`src/rtl/core/hybrid_branch_predictor_macros.svh`:
```
// Assertion helpers shared by the branch predictor RTL.
// Each check is sampled on the rising clock edge and disabled while in reset.
`ifndef HYBRID_BRANCH_PREDICTOR_MACROS_SVH
`define HYBRID_BRANCH_PREDICTOR_MACROS_SVH

// Same-cycle implication check
`define HBP_ASSERT_IMP(name, ante, cons) \
  name: assert property (@(posedge clk_i) disable iff (!rst_ni) (ante) |-> (cons)) \
    else $error("hybrid_branch_predictor: same-cycle check failed");

// Next-cycle implication check
`define HBP_ASSERT_NXT(name, ante, cons) \
  name: assert property (@(posedge clk_i) disable iff (!rst_ni) (ante) |=> (cons)) \
    else $error("hybrid_branch_predictor: next-cycle check failed");

`endif

```
`src/rtl/core/hbp_pkg.sv`:
```
package hbp_pkg;

  // 2-bit saturating counter
  typedef logic [1:0] ctr_t;

  localparam ctr_t CTR_MIN      = 2'd0;
  localparam ctr_t CTR_MAX      = 2'd3;
  localparam ctr_t CTR_WEAK_TKN = 2'd2;  // reset value of both predictor tables
  localparam ctr_t CTR_WEAK_BIM = 2'd1;  // reset value of the chooser table

  // Configuration port
  localparam int unsigned CFG_IDX_W  = 3;
  localparam int unsigned CFG_DATA_W = 4;

  localparam logic [CFG_IDX_W-1:0] CFG_MODE      = 3'd0;
  localparam logic [CFG_IDX_W-1:0] CFG_BIM_BITS  = 3'd1;
  localparam logic [CFG_IDX_W-1:0] CFG_GSH_BITS  = 3'd2;
  localparam logic [CFG_IDX_W-1:0] CFG_HIST_BITS = 3'd3;
  localparam logic [CFG_IDX_W-1:0] CFG_CHO_BITS  = 3'd4;

  // Predictor modes; the fourth code behaves as hybrid
  localparam logic [1:0] MODE_BIMODAL = 2'd0;
  localparam logic [1:0] MODE_GSHARE  = 2'd1;
  localparam logic [1:0] MODE_HYBRID  = 2'd2;

  // Register reset values
  localparam logic [1:0]            RST_MODE      = MODE_BIMODAL;
  localparam logic [CFG_DATA_W-1:0] RST_BIM_BITS  = 4'd12;
  localparam logic [CFG_DATA_W-1:0] RST_GSH_BITS  = 4'd12;
  localparam logic [CFG_DATA_W-1:0] RST_HIST_BITS = 4'd8;
  localparam logic [CFG_DATA_W-1:0] RST_CHO_BITS  = 4'd12;

  // Table update request from the predict stage
  typedef struct packed {
    logic bim_we;
    ctr_t bim_val;
    logic gsh_we;
    ctr_t gsh_val;
    logic cho_we;
    ctr_t cho_val;
  } upd_t;

  // One result transaction
  typedef struct packed {
    logic prediction;
    logic mispredicted;
    logic used_gshare;
  } res_t;

  // Saturating step toward the outcome
  function automatic ctr_t ctr_train(ctr_t c, logic up);
    ctr_t r;
    if (up) begin
      r = (c == CTR_MAX) ? CTR_MAX : c + 2'd1;
    end else begin
      r = (c == CTR_MIN) ? CTR_MIN : c - 2'd1;
    end
    return r;
  endfunction

endpackage

```
`src/rtl/core/hbp_index.sv`:
```
module hbp_index #(
  parameter int unsigned IDX_MAX  = 12,
  parameter int unsigned PC_WIDTH = 24
) (
  input  logic [PC_WIDTH-3:0]          word_i,      // pc[PC_WIDTH-1:2]
  input  logic [hbp_pkg::CFG_DATA_W-1:0] width_i,   // raw index width register
  input  logic [IDX_MAX-1:0]           hist_i,      // newest outcome at MSB
  input  logic [hbp_pkg::CFG_DATA_W-1:0] hist_len_i,
  output logic [IDX_MAX-1:0]           idx_o
);
  import hbp_pkg::*;

  localparam int unsigned IW   = $clog2(IDX_MAX + 1);
  localparam int unsigned WEXT = (IDX_MAX > PC_WIDTH - 2) ? IDX_MAX : PC_WIDTH - 2;

  logic [IW-1:0]      w;
  logic [IW-1:0]      nh;
  logic [WEXT-1:0]    word_ext;
  logic [IDX_MAX-1:0] hist_al;
  logic [IDX_MAX-1:0] in_rng;
  logic [IDX_MAX-1:0] hist_sel;

  // Clamp index width to [1, IDX_MAX] and history length to the width
  always_comb begin
    if (width_i == '0) begin
      w = IW'(1);
    end else if (int'(width_i) > int'(IDX_MAX)) begin
      w = IW'(IDX_MAX);
    end else begin
      w = IW'(width_i);
    end
    if (int'(hist_len_i) < int'(w)) begin
      nh = IW'(hist_len_i);
    end else begin
      nh = w;
    end
  end

  // Pc bits beyond the pc width read as zero
  assign word_ext = WEXT'(word_i);

  // Line the history up so its MSB meets the index MSB
  assign hist_al = hist_i >> (int'(IDX_MAX) - int'(w));

  // Per-bit mask and XOR of the top nh index bits
  always_comb begin
    for (int k = 0; k < int'(IDX_MAX); k++) begin
      in_rng[k]   = k < int'(w);
      hist_sel[k] = (k + int'(nh)) >= int'(w);
      idx_o[k]    = in_rng[k] & (word_ext[k] ^ (hist_sel[k] & hist_al[k]));
    end
  end

endmodule

```
`config.mk`:
```
export PLATFORM = sky130hd
export DESIGN_NAME = hbp_index
export DESIGN_NICKNAME = d
export VERILOG_FILES = /design/src/rtl/core/hybrid_branch_predictor_macros.svh /design/src/rtl/core/hbp_pkg.sv /design/src/rtl/core/hbp_index.sv
export SDC_FILE = /design/constraint.sdc
export NUM_CORES = 1
export LEC_CHECK = 0
export BUFFER_PORTS_ARGS = -buffer_cell sky130_fd_sc_hd__buf_4
export CAP_MARGIN = 20
export CORE_MARGIN = 2
export CORE_UTILIZATION = 57
export DETAILED_ROUTE_END_ITERATION = 12
export MAX_ROUTING_LAYER = met4
export PLACE_DENSITY = 0.85
export SLEW_MARGIN = 20
export SYNTH_ARGS = -nofsm -noshare
export SYNTH_HDL_FRONTEND = slang
export SYNTH_SLANG_ARGS = --single-unit
```
`constraint.sdc`:
```
create_clock -name vclk -period 5.25
set_input_delay 0.2625 -clock vclk [all_inputs]
set_output_delay 0.2625 -clock vclk [all_outputs]
set_load 0.02 [all_outputs]
```
==> results.py <==
metrics = {
    "drt": {
        "wl_um": 5580,
        "dr.pass1.iters": 4,
        "drt_iter0_markers": 164,
        "vias": 2151,
        "avgRoutedWirePerCell_um": 16.1,
        "routed_via_density": 6.22,
        "final_antenna_net_count": 0,
        "drc": 0,
    },
    "power_and_ir_drop": {
        "vdd_drop_max_mv": 0.0966,
        "leakage_nw": 1.14,
        "power_density_nw_per_um2": 155,
    },
    "synthesis": {
        "syn_area_um2": 2040,
        "syn_avg_cell_area_um2": 7.69,
        "syn_nets": 350,
        "yosys_warnings": 0,
        "ys_seq_area_frac": 0,
        "yosysUniqueCellTypes": 59,
        "netlist_instances": 265,
    },
    "sta": {
        "rsz0062_at_grt": "no",
        "setup_violations": 0,
        "hold_violations": 0,
        "finalMaxSlewViolations": 0,
        "relSlewSlack": 0.420,
        "finalSetupTns_ns": 0,
        "fmaxAchievable_mhz": 225,
        "fin_crit_ns": 4.45,
        "worst_slew_pin_slew_ns": 0.862,
        "fin_crit_sh": 0.848,
    },
    "layout": {
        "seq_cell_count": 0,
        "area_growth_pct": 16.2,
        "n_clock_buffer": 0,
        "regArea_um2": 0,
        "stdcell_count": 346,
        "final_cell_mix": "buf_4 (45), ha_1 (42), inv_1 (23), nand2_1 (18)",
        "nNetsFinal": 387,
        "drive_gt1_frac": 0.207,
        "mostFrequentLayoutCell": "buf_4",
        "diodes": 0,
    },
    "global_routing": {
        "grt_usage": 0.289,
        "grt.overflow.total": 0,
        "grt_pass1_wl_um": 9410,
        "grt_pass1_vias": 2008,
        "grt_max_degree": 21,
        "antenna_found_initial": 0,
    },
    "floorplanning": {
        "core-area_um2": 3390,
        "start_util": 0.601,
        "ios": 54,
        "dieArea_um2": 4070,
        "die_width_um": 63.8,
        "die_h_um": 63.8,
        "num_rows": 21,
    },
    "critical_path": {
        "worst_setup_path_start_kind": "input port",
        "slowest_delay_ns": 0.65,
        "path_class": "in -> out",
        "crit_chain": "buf_4, nand2_1, nand2_1, ha_1, nor2_1, o21ai_0, o21ai_4, mux2i_1, buf_4, inv_1, ha_1, inv_1, ha_1, a21oi_1, nor2b_1, a2111oi_0, o21ai_0, a21oi_1, buf_4",
        "worst-path-buf-inv": 5,
        "cp_slowest_cell": "a2111oi_0",
        "cp.required_ns": 4.99,
        "crit_family": "compound AO/OA/AOI/OAI gates",
        "path_max_fanout": 20,
        "worstSetupEndpointType": "output pin",
        "cp.arrival_ns": 4.19,
    },
    "clock_network": {
        "post-cts-setup-buffer-count": 0,
        "cts_resized": 0,
        "hold_buffers": 0,
    },
    "placement": {
        "dpl.hpwl_um": 4500,
        "port_buffers": 44,
        "dp_cells": 346,
        "gp_congestion": 1.01,
    },
    "worst_hold_path": {
        "hold_class": "in -> out",
    },
    "job": {
        "maxCapViolCount": 0,
    },
    "outcome": {
        "status": "finished clean",
    },
}
## path summary, 6_finish.rpt
check                 startpoint  endpoint  slack (ns)  cells after the start
worst max-delay path  width_i[3]  idx_o[6]        0.80                     19
worst min-delay path   word_i[9]  idx_o[9]        0.90                      4
## cell usage after synthesis (all sizes together), types with 4 or more instances
cell type  instances  area (µm²)
a21o               8        60.1
a21oi             15        75.1
and2               4        25.0
clkbuf             7        26.3
ha                42         526
inv               24        90.1
mux2i              7        70.1
mux4               5         113
nand2             20        85.1
nand2b             4        25.0
nand3             13        65.1
nor2              15        56.3
nor2b              4        25.0
o211ai             7        52.6
o21ai             15        90.1
or3                7        53.8
xnor2             12         105
## power breakdown
group	switching (mW)	internal (mW)	leakage, nW
Combinational	0.204	0.164	1.14
Clock	0	0	0
Sequential	0	0	0
## per-layer routing
metal,track usage,wire (µm)
met4,0.0136,18
met2,0.477,2650
met3,0.0299,285
met5,-,0
met1,0.401,2630
## final cells by class
type	count	area, µm²
Multi-Input combinational cell	230	1880
Fill cell	303	1020
Timing Repair Buffer	45	338
Tap cell	46	57.6
Inverter	25	93.8
## stage by stage
step | worst slack (ns) | cell area, µm² | power, mW | util | hold slack (ns)
floorplan | 0.796 | 2040 | 0.265 | - | 0.707
global placement | 0.902 | 2370 | 0.353 | 0.698 | 0.880
detailed placement | 0.690 | 2370 | 0.364 | 0.698 | 0.895
CTS | 0.662 | 2370 | 0.366 | 0.698 | 0.896
global route | 0.348 | 2370 | 0.410 | 0.698 | 0.918
finish | 0.798 | 2370 | 0.368 | 0.698 | 0.895
## worst min-delay path, cell delays in order
cell,delay (ns)
buf_4,0.08
xnor2_1,0.10
nor2_1,0.04
buf_4,0.14
## kinds of logic (layout without fill, tap and decap cells)
kind of cell	count (synthesis)	count (layout)	share of synthesized area
adder cells (fa/ha/maj)	43	43	0.268
AO/OA/AOI/OAI	78	78	0.279
XOR/XNOR	15	15	0.0645
buffers and inverters	35	70	0.0780
AND/OR/NAND/NOR	80	80	0.208
multiplexers	14	14	0.103
Note: power is estimated with default switching activity, not from simulation.
