[config.mk]
export PLATFORM = sky130hd
export DESIGN_NAME = hbp_predict
export DESIGN_NICKNAME = d
export VERILOG_FILES = /design/src/rtl/core/hybrid_branch_predictor_macros.svh /design/src/rtl/core/hbp_pkg.sv /design/src/rtl/core/hbp_predict.sv
export SDC_FILE = /design/constraint.sdc
export NUM_CORES = 1
export LEC_CHECK = 0
export ABC_AREA = 1
export BUFFER_PORTS_ARGS = -buffer_cell sky130_fd_sc_hd__buf_4
export CORE_AREA = 2 2 39 41
export DETAILED_ROUTE_END_ITERATION = 7
export DIE_AREA = 0 0 41 43
export PLACE_DENSITY = 0.5
export SETUP_SLACK_MARGIN = 0.4
export SLEW_MARGIN = 10
export SYNTH_ARGS = -nofsm -noshare
export SYNTH_HDL_FRONTEND = slang
export SYNTH_SLANG_ARGS = --single-unit
[constraint.sdc]
create_clock -name vclk -period 1.74
set_input_delay 0.261 -clock vclk [all_inputs]
set_output_delay 0.261 -clock vclk [all_outputs]
set_load 0.05 [all_outputs]
[src/rtl/core/hybrid_branch_predictor_macros.svh]
// Assertion helpers shared by the branch predictor RTL.
// Each check is sampled on the rising clock edge and disabled while in reset.
`ifndef HYBRID_BRANCH_PREDICTOR_MACROS_SVH
`define HYBRID_BRANCH_PREDICTOR_MACROS_SVH

// Same-cycle implication check
`define HBP_ASSERT_IMP(name, ante, cons) \
  name: assert property (@(posedge clk_i) disable iff (!rst_ni) (ante) |-> (cons)) \
    else $error("hybrid_branch_predictor: same-cycle check failed");

// Next-cycle implication check
`define HBP_ASSERT_NXT(name, ante, cons) \
  name: assert property (@(posedge clk_i) disable iff (!rst_ni) (ante) |=> (cons)) \
    else $error("hybrid_branch_predictor: next-cycle check failed");

`endif

[src/rtl/core/hbp_pkg.sv]
package hbp_pkg;

  // 2-bit saturating counter
  typedef logic [1:0] ctr_t;

  localparam ctr_t CTR_MIN      = 2'd0;
  localparam ctr_t CTR_MAX      = 2'd3;
  localparam ctr_t CTR_WEAK_TKN = 2'd2;  // reset value of both predictor tables
  localparam ctr_t CTR_WEAK_BIM = 2'd1;  // reset value of the chooser table

  // Configuration port
  localparam int unsigned CFG_IDX_W  = 3;
  localparam int unsigned CFG_DATA_W = 4;

  localparam logic [CFG_IDX_W-1:0] CFG_MODE      = 3'd0;
  localparam logic [CFG_IDX_W-1:0] CFG_BIM_BITS  = 3'd1;
  localparam logic [CFG_IDX_W-1:0] CFG_GSH_BITS  = 3'd2;
  localparam logic [CFG_IDX_W-1:0] CFG_HIST_BITS = 3'd3;
  localparam logic [CFG_IDX_W-1:0] CFG_CHO_BITS  = 3'd4;

  // Predictor modes; the fourth code behaves as hybrid
  localparam logic [1:0] MODE_BIMODAL = 2'd0;
  localparam logic [1:0] MODE_GSHARE  = 2'd1;
  localparam logic [1:0] MODE_HYBRID  = 2'd2;

  // Register reset values
  localparam logic [1:0]            RST_MODE      = MODE_BIMODAL;
  localparam logic [CFG_DATA_W-1:0] RST_BIM_BITS  = 4'd12;
  localparam logic [CFG_DATA_W-1:0] RST_GSH_BITS  = 4'd12;
  localparam logic [CFG_DATA_W-1:0] RST_HIST_BITS = 4'd8;
  localparam logic [CFG_DATA_W-1:0] RST_CHO_BITS  = 4'd12;

  // Table update request from the predict stage
  typedef struct packed {
    logic bim_we;
    ctr_t bim_val;
    logic gsh_we;
    ctr_t gsh_val;
    logic cho_we;
    ctr_t cho_val;
  } upd_t;

  // One result transaction
  typedef struct packed {
    logic prediction;
    logic mispredicted;
    logic used_gshare;
  } res_t;

  // Saturating step toward the outcome
  function automatic ctr_t ctr_train(ctr_t c, logic up);
    ctr_t r;
    if (up) begin
      r = (c == CTR_MAX) ? CTR_MAX : c + 2'd1;
    end else begin
      r = (c == CTR_MIN) ? CTR_MIN : c - 2'd1;
    end
    return r;
  endfunction

endpackage

[src/rtl/core/hbp_predict.sv]
module hbp_predict (
  input  logic          [1:0] mode_i,
  input  logic                taken_i,
  input  hbp_pkg::ctr_t       bim_ctr_i,
  input  hbp_pkg::ctr_t       gsh_ctr_i,
  input  hbp_pkg::ctr_t       cho_ctr_i,
  output hbp_pkg::res_t       res_o,
  output hbp_pkg::upd_t       upd_o
);
  import hbp_pkg::*;

  logic bpred;
  logic gpred;
  logic use_g;
  logic hybrid;
  logic b_ok;
  logic g_ok;
  logic pred;

  assign bpred = bim_ctr_i[1];
  assign gpred = gsh_ctr_i[1];
  assign b_ok  = bpred == taken_i;
  assign g_ok  = gpred == taken_i;

  // Predictor selection
  always_comb begin
    unique case (mode_i)
      MODE_BIMODAL: begin
        use_g  = 1'b0;
        hybrid = 1'b0;
      end
      MODE_GSHARE: begin
        use_g  = 1'b1;
        hybrid = 1'b0;
      end
      default: begin
        use_g  = cho_ctr_i[1];
        hybrid = 1'b1;
      end
    endcase
  end

  assign pred = use_g ? gpred : bpred;

  assign res_o.prediction   = pred;
  assign res_o.mispredicted = pred != taken_i;
  assign res_o.used_gshare  = use_g;

  // Only the chosen predictor trains; in hybrid mode the chooser moves when exactly one was right
  assign upd_o.bim_we  = !use_g;
  assign upd_o.bim_val = ctr_train(bim_ctr_i, taken_i);
  assign upd_o.gsh_we  = use_g;
  assign upd_o.gsh_val = ctr_train(gsh_ctr_i, taken_i);
  assign upd_o.cho_we  = hybrid && (g_ok != b_ok);
  assign upd_o.cho_val = ctr_train(cho_ctr_i, g_ok);

endmodule

==> results_dict.tcl, run 1 <==
set metrics [dict create \
    status "completed" \
    cts_hold_buf 0 \
    tns_ps 0 \
    synth_area_per_cell_um2 4.56 \
    cpMaxStageDelayCell "buf_4" \
    synth_top_area_share_pct 21.6 \
    antenna_found_initial 0 \
    diodes 0 \
    crit_path_cell_trace "buf_4, nor2_4, inv_1, nand2_1, o21ai_0, o21ai_1, buf_4" \
    syn_inst 42 \
    die_area_um2 1760 \
    dr.pass1.iters 2 \
    p_leak_nw 0.218 \
    layout-drive-gt1-share_pct 41.7 \
    crit_fanout 6 \
    peakVddDrop_uv 113 \
    first_iter_violations 5 \
    synth_top_cell_by_area "nand2_1" \
    overflow 0 \
    hold_slack_ps 844 \
    cap_violations 0 \
    start_util_pct 13.8 \
    yosysWarningCount 0 \
    core-area_um2 1380 \
    area_delta_synth_final_pct 86.9 \
    clockBufferCount 0 \
    drt-wirelength-per-cell_um 6.92 \
    fmax_ghz 0.806 \
    seq_cells 0 \
    routed_wirelength_um 526 \
    die_h_um 43 \
    die_w_um 41 \
    yosysSeqAreaShare_pct 0 \
    grt_pass1_vias 239 \
    numPortBuffers 21 \
    min_path_type "primary input to output pin" \
    powerDensity_nw_per_um2 513 \
    track_usage_pct 6.39 \
    worstPathArrival_ps 980 \
    synth_cell_types 8 \
    final_nets 71 \
    max-slew-margin-rel_pct 86.8 \
    rsz0062_at_grt "no" \
    finalSetupViolations 0 \
    synth_area_leaders "nand2_1 (22%), inv_1 (20%), o21ai_0 (18%)" \
    worstSetupPathType "primary input to output pin" \
    end_kind "output pin" \
    slew_viol_final 0 \
    critPathLaunchType "primary input" \
    grt_pass1_wl_um 883 \
    dr_total_vias 300 \
    ff_latch_area_um2 0 \
    post-dp-hpwl_um 482 \
    drc_errors 0 \
    synthesis.nets 51 \
    path_buf_inv 3 \
    cpPeakStageDelay_ps 210 \
    syn-cell-area_um2 191 \
    period_share_pct 71.3 \
    fin_crit_ps 1240 \
    tightest_slew_ps 197 \
    cp.required_ps 1480 \
    via_per_inst 3.95 \
    gp_congestion 0.684 \
    drtAntennaViolNets 0 \
    hold_viol_final 0 \
    critPathMostFrequentCell "buf_4" \
    grt_max_degree 7 \
    crit_family "buffers and inverters" \
    ios 21 \
    rows 14 \
]
==> synthesized netlist by cell type, drive strengths merged <==
master  count
nand3       5
inv        10
nor2        2
nand2      13
a21oi       2
o21ai       7
buf         3
==> final timing paths <==
| check | to | slack (ps) | depth (start not counted) | startpoint |
|---|---|---|---|---|
| worst max-delay path | upd_o[0] | 500 | 7 | gsh_ctr_i[1] |
| worst min-delay path | upd_o[0] | 840 | 3 | cho_ctr_i[0] |
==> per-stage QoR <==
step | worst slack [ps] | utilization (%) | total power [mW] | std cells | instance area (um^2)
after floorplan | 80.0 | - | 0.127 | 42 | 195
after global placement | 450 | 25.3 | 0.183 | 76 | 350
after detailed placement | 445 | 25.3 | 0.183 | 76 | 350
after CTS | 442 | 25.3 | 0.183 | 76 | 350
after global routing | 404 | 25.9 | 0.197 | 76 | 358
final | 500 | 25.9 | 0.184 | 76 | 358
==> cells by family (layout without fill, tap and decap cells) <==
group | count (synthesis) | in the layout | share of synthesized area, %
simple gates | 20 | 20 | 45.1
buf+inv | 13 | 31 | 31.4
compound gates | 9 | 9 | 23.5
==> power by group <==
| part | internal [mW] | switching, mW | leakage (nW) |
|---|---|---|---|
| logic | 0.0575 | 0.126 | 0.218 |
| registers | 0 | 0 | 0 |
| clock network | 0 | 0 | 0 |
| total | 0.0575 | 0.126 | 0.218 |
==> metal layers <==
| layer | global-route usage, % | wire length [um] |
|---|---|---|
| met4 | 0 | 0 |
| met3 | 0 | 52 |
| met2 | 10.3 | 237 |
| met5 | 0 | 0 |
| met1 | 9.81 | 236 |
==> worst min-delay path: stages <==
cell,delay (ps)
buf_4,90
o21ai_1,50
buf_4,180
==> final cells by class <==
class              instances  area [um^2]
fillers                  164         1030
repair buffers            21          158
multi-input cells         29          143
inverters                 10         37.5
well taps                 16         20.0
==> what timing repair did <==
| action | 4_1_cts | 5_1_grt |
|---|---|---|
| buffers inserted | 0 | 0 |
| setup endpoints to repair | 0 | 2 |
| gates resized for setup | 0 | 3 |
==> cells in the final DEF, fill, tap and decap left out <==
| cell type | count |
|---|---|
| a21oi_2 | 1 |
| inv_1 | 10 |
| nor2_4 | 1 |
| o21ai_1 | 3 |
| nand3_1 | 5 |
| a21oi_1 | 1 |
| nor2_1 | 1 |
| buf_4 | 21 |
| o21ai_0 | 4 |
| nand2_1 | 11 |
| nand2_2 | 2 |
(Power assumes the default switching activity.)
==> run 2: changes to the inputs <==
--- a/config.mk
+++ b/config.mk
@@ -5,12 +5,12 @@
 export SDC_FILE = /design/constraint.sdc
 export NUM_CORES = 1
 export LEC_CHECK = 0
-export ABC_AREA = 1
+export ABC_AREA = 0
 export BUFFER_PORTS_ARGS = -buffer_cell sky130_fd_sc_hd__buf_4
 export CORE_AREA = 2 2 39 41
 export DETAILED_ROUTE_END_ITERATION = 7
 export DIE_AREA = 0 0 41 43
-export PLACE_DENSITY = 0.5
+export PLACE_DENSITY = 0.49
 export SETUP_SLACK_MARGIN = 0.4
 export SLEW_MARGIN = 10
 export SYNTH_ARGS = -nofsm -noshare
==> constraint.sdc (replaced) <==
create_clock -name vclk -period 1.2
set_input_delay 0.18 -clock vclk [all_inputs]
set_output_delay 0.18 -clock vclk [all_outputs]
set_load 0.05 [all_outputs]
==> run 2 against run 1 <==
Effect of this change: synthesized cell count down 45%; utilization grew 15 points; global-route usage rose by 1.0 points; the run now ends with negative setup slack left; critical endpoint is now res_o[1]; setup slack worse by 620 ps; cell area up 57%; count of clock-buffer cells in the layout unchanged; first-iteration DRC count down 100%.
==> results_dict.tcl, run 2 <==
set metrics [dict create \
    violations "negative setup slack" \
    cpMaxStageDelayCell "mux2_4" \
    track_usage_pct 7.41 \
    die_w_um 41 \
    hold_path_end "upd_o[0]" \
    cts_hold_buf 0 \
    drc_errors 0 \
    rows 14 \
    first_iter_violations 0 \
    p_leak_nw 0.246 \
    dr_total_vias 230 \
    drt-wirelength-per-cell_um 9.40 \
    worst_slack_ps -119 \
    multi_input_area_um2 219 \
    cp.required_ps 1020 \
    synth_area_per_cell_um2 7.72 \
    diodes 0 \
    gp_congestion 0.558 \
    dr.pass1.iters 1 \
    powerDensity_nw_per_um2 721 \
    period_share_pct 110 \
    worstSetupPathType "primary input to output pin" \
    crit_path_cell_trace "buf_8, mux2i_4, mux2_4, xor2_4, buf_6" \
    peakVddDrop_uv 264 \
    cap_violations 0 \
    fin_crit_ps 1320 \
    cpPeakStageDelay_ps 350 \
    ff_latch_area_um2 0 \
    syn-cell-area_um2 178 \
    layout-drive-gt1-share_pct 93.2 \
    grt_max_degree 7 \
    synth_top_cell_by_area "maj3_1" \
    final_nets 55 \
    min-delay-start "cho_ctr_i[0]" \
    numPortBuffers 21 \
    final_cell_mix "buf_8 (12), buf_6 (7), buf_4 (6)" \
    syn_inst 23 \
    ios 21 \
    seq_cells 0 \
    dp_slack_ps -186 \
    synth_top_area_share_pct 22.5 \
    tns_ps -195 \
    worstPathArrival_ps 1140 \
    crit_fanout 2 \
    core-area_um2 1380 \
    synth_cell_types 13 \
    max-slew-margin-rel_pct 89.7 \
    grt_pass1_wl_um 972 \
    clockBufferCount 0 \
    die_h_um 43 \
    tightest_slew_ps 152 \
    critPathLaunchType "primary input" \
    overflow 0 \
    grt_pass1_vias 257 \
    hold_depth 3 \
    fmax_ghz 0.758 \
    yosysSeqAreaShare_pct 0 \
    die_area_um2 1760 \
    final_common_cell "buf_8" \
    via_per_inst 3.83 \
    start_util_pct 12.8 \
    yosysWarningCount 0 \
    end_kind "output pin" \
    synth_area_leaders "maj3_1 (23%), buf_4 (13%), xor2_1 (9.9%)" \
    synthesis.nets 32 \
    rsz0062_at_grt "yes" \
    area_delta_synth_final_pct 215 \
    fill_cells 145 \
    status "complete, but fails checks" \
    drtAntennaViolNets 0 \
    antenna_found_initial 0 \
    routed_wirelength_um 564 \
    hold_viol_final 0 \
    min_path_type "primary input to output pin" \
    synth_common_cells "inv_1 (4), maj3_1 (4), buf_4 (3)" \
    slew_viol_final 0 \
    finalSetupViolations 2 \
]
run 2: area by class of cell:
cell class | count | share of cell area [%]
Inverter | 4 | 3.12
Multi-Input combinational cell | 15 | 39.1
Tap cell | 16 | 3.57
Timing Repair Buffer | 25 | 54.2
run 2: kinds of logic after synthesis:
family	after synthesis	synth area share, %
compound gates	3	9.86
xor+xnor	3	19.0
fa+ha+maj	4	22.5
buf+inv	8	23.9
mux	2	16.2
simple gates	3	8.45
run 2: worst max-delay path by stage:
stage	from	end	cells after the start
finish	mode_i[1]	res_o[1]	5
global route	mode_i[1]	res_o[1]	5
CTS	mode_i[1]	res_o[1]	5
detailed placement	mode_i[1]	res_o[1]	5
global placement	mode_i[1]	res_o[1]	5
floorplan	mode_i[1]	res_o[1]	3
run 2: per-layer routing:
layer | share of wire (%) | global-route usage, % | vias to the layer above
li1 | - | - | 111
met1 | 40 | 10.2 | 103
met2 | 49 | 13.1 | 16
met3 | 11 | 0 | 0
met4 | 0 | 0 | 0
met5 | 0 | 0 | -
run 2: worst max-delay path, delay by kind of cell:
kind	cells	cell delay (ps)
buffers and inverters	2	250
XOR/XNOR	1	140
multiplexers	2	570
run 2: metrics by stage:
| stage | utilization (%) | cells | hold slack [ps] | instance area [um^2] | power (mW) |
|---|---|---|---|---|---|
| final | 40.5 | 60 | 678 | 561 | 0.404 |
| after global routing | 40.5 | 60 | 692 | 561 | 0.421 |
| after CTS | 40.0 | 60 | 680 | 553 | 0.401 |
| after detailed placement | 30.3 | 58 | 695 | 419 | 0.321 |
| after global placement | 30.3 | 58 | 692 | 419 | 0.320 |
| after floorplan | - | 23 | 463 | 277 | 0.242 |
run 2: power breakdown:
group	switching, mW	total (mW)	internal, mW	leakage, nW
registers	0	0	0	0
clock network	0	0	0	0
logic	0.218	0.404	0.186	0.246
run 2: what timing repair did:
action                                  in CTS  in global routing
gates resized for setup                     35                  3
setup buffers                                2                  0
pin swaps                                    3                  1
endpoints found under the setup margin      12                 12
==> run 3: changes to the inputs <==
==> constraint.sdc (replaced) <==
create_clock -name vclk -period 1.2
set_input_delay 0.06 -clock vclk [all_inputs]
set_output_delay 0.06 -clock vclk [all_outputs]
set_load 0.05 [all_outputs]
==> run 3 against run 2 <==
Effect of this change: the run now ends clean; utilization fell by 7.3 points; sequential share of layout area did not move; first-iteration DRC count did not move; via count fell by 5.7%; cell count fell by 3.3%; combinational power fell by 16%; critical path depth did not move; count of clock-buffer cells in the layout did not move; sequential cell count did not move; maximum frequency rose by 23%; global-route usage fell by 2.2 points; critical endpoint unchanged.
==> results_dict.tcl, run 3 (synthesized netlist as in run 2, its figures left out) <==
set metrics [dict create \
    status "completed" \
    end_kind "output pin" \
    grt_pass1_wl_um 703 \
    core-area_um2 1380 \
    fin_crit_ps 1080 \
    clockBufferCount 0 \
    diodes 0 \
    crit_fanout 2 \
    hold_viol_final 0 \
    final_nets 53 \
    dr.pass1.iters 1 \
    placedInstanceArea_um2 390 \
    cts_hold_buf 0 \
    rsz0062_at_grt "yes" \
    track_usage_pct 5.22 \
    max-slew-margin-rel_pct 86.8 \
    dr_total_vias 217 \
    gp_congestion 0.566 \
    drt-wirelength-per-cell_um 8.81 \
    fmax_ghz 0.929 \
    crit_start "mode_i[1]" \
    worstSetupPathType "primary input to output pin" \
    finalInstanceArea_um2 459 \
    hold_slack_ps 422 \
    grt_max_degree 7 \
    p_leak_nw 0.214 \
    seq_cells 0 \
    tns_ps 0 \
    worstPathArrival_ps 1020 \
    final_common_cell "buf_4" \
    powerDensity_nw_per_um2 741 \
    final_cell_mix "buf_4 (14), buf_6 (6), maj3_2 (4)" \
    die_h_um 43 \
    numPortBuffers 21 \
    min-delay-start "cho_ctr_i[0]" \
    finalSetupViolations 0 \
    cap_violations 0 \
    peakVddDrop_uv 242 \
    routed_wirelength_um 511 \
    antenna_found_initial 0 \
    die_w_um 41 \
    grt_pass1_vias 194 \
    critPathLaunchType "primary input" \
    fill_cells 147 \
    drtAntennaViolNets 0 \
    start_util_pct 12.8 \
    cp.required_ps 1140 \
    drc_errors 0 \
    ios 21 \
    period_share_pct 89.7 \
    die_area_um2 1760 \
    rows 14 \
    overflow 0 \
    first_iter_violations 0 \
    layout-drive-gt1-share_pct 83.3 \
    area_delta_synth_final_pct 158 \
    min_path_type "primary input to output pin" \
    ff_latch_area_um2 0 \
    post-dp-hpwl_um 438 \
    total_power_mw 0.340 \
    final_util_pct 33.2 \
    tightest_slew_ps 197 \
    via_per_inst 3.74 \
    slew_viol_final 0 \
]
==> run 3: changes by cell type in the layout (fill, tap and decap cells not counted), moves of 2 or more <==
cell,before,now
inv_1,0,3
maj3_4,4,0
maj3_2,0,4
buf_8,12,2
inv_2,3,1
buf_4,6,14
==> run 3: layout make-up <==
class / instances / area (um^2) / share of cell area, %
repair buffers: 23 / 223 / 48.5
multi-input cells: 15 / 201 / 43.9
well taps: 16 / 20.0 / 4.36
inverters: 4 / 15.0 / 3.27
==> run 3: path summary, 6_finish.rpt <==
check	to	depth (start not counted)
worst max-delay path	res_o[1]	5
worst min-delay path	upd_o[0]	3
==> run 3: per-layer routing <==
layer	global-route usage [%]	routed length, um	part of all wire [%]
met2	8.75	206	40
met5	0	0	0
met3	0.524	94	18
met1	7.40	210	41
met4	0	0	0
==> run 3: what timing repair did <==
action,in CTS,in global routing
setup buffers,0,1
endpoints found under the setup margin,5,5
resized for setup,8,7
pin swaps,1,0
==> run 3: worst max-delay path, cell delays in order <==
cell and delay [ps]:
buf_8 80, mux2i_4 220, mux2_4 350, xor2_4 150, buf_6 150
==> run 3: stage by stage <==
stage | worst slack [ps] | instances
2_1_floorplan | -93.5 | 23
3_3_place_gp | 69.2 | 57
3_5_place_dp | 60.9 | 57
4_1_cts | 118 | 57
5_1_grt | 109 | 58
6_report | 124 | 58
==> run 3: report_power, final <==
part           internal, mW  total [mW]  switching [mW]
clock                     0           0               0
sequential                0           0               0
combinational         0.139       0.340           0.201
total                 0.139       0.340           0.201
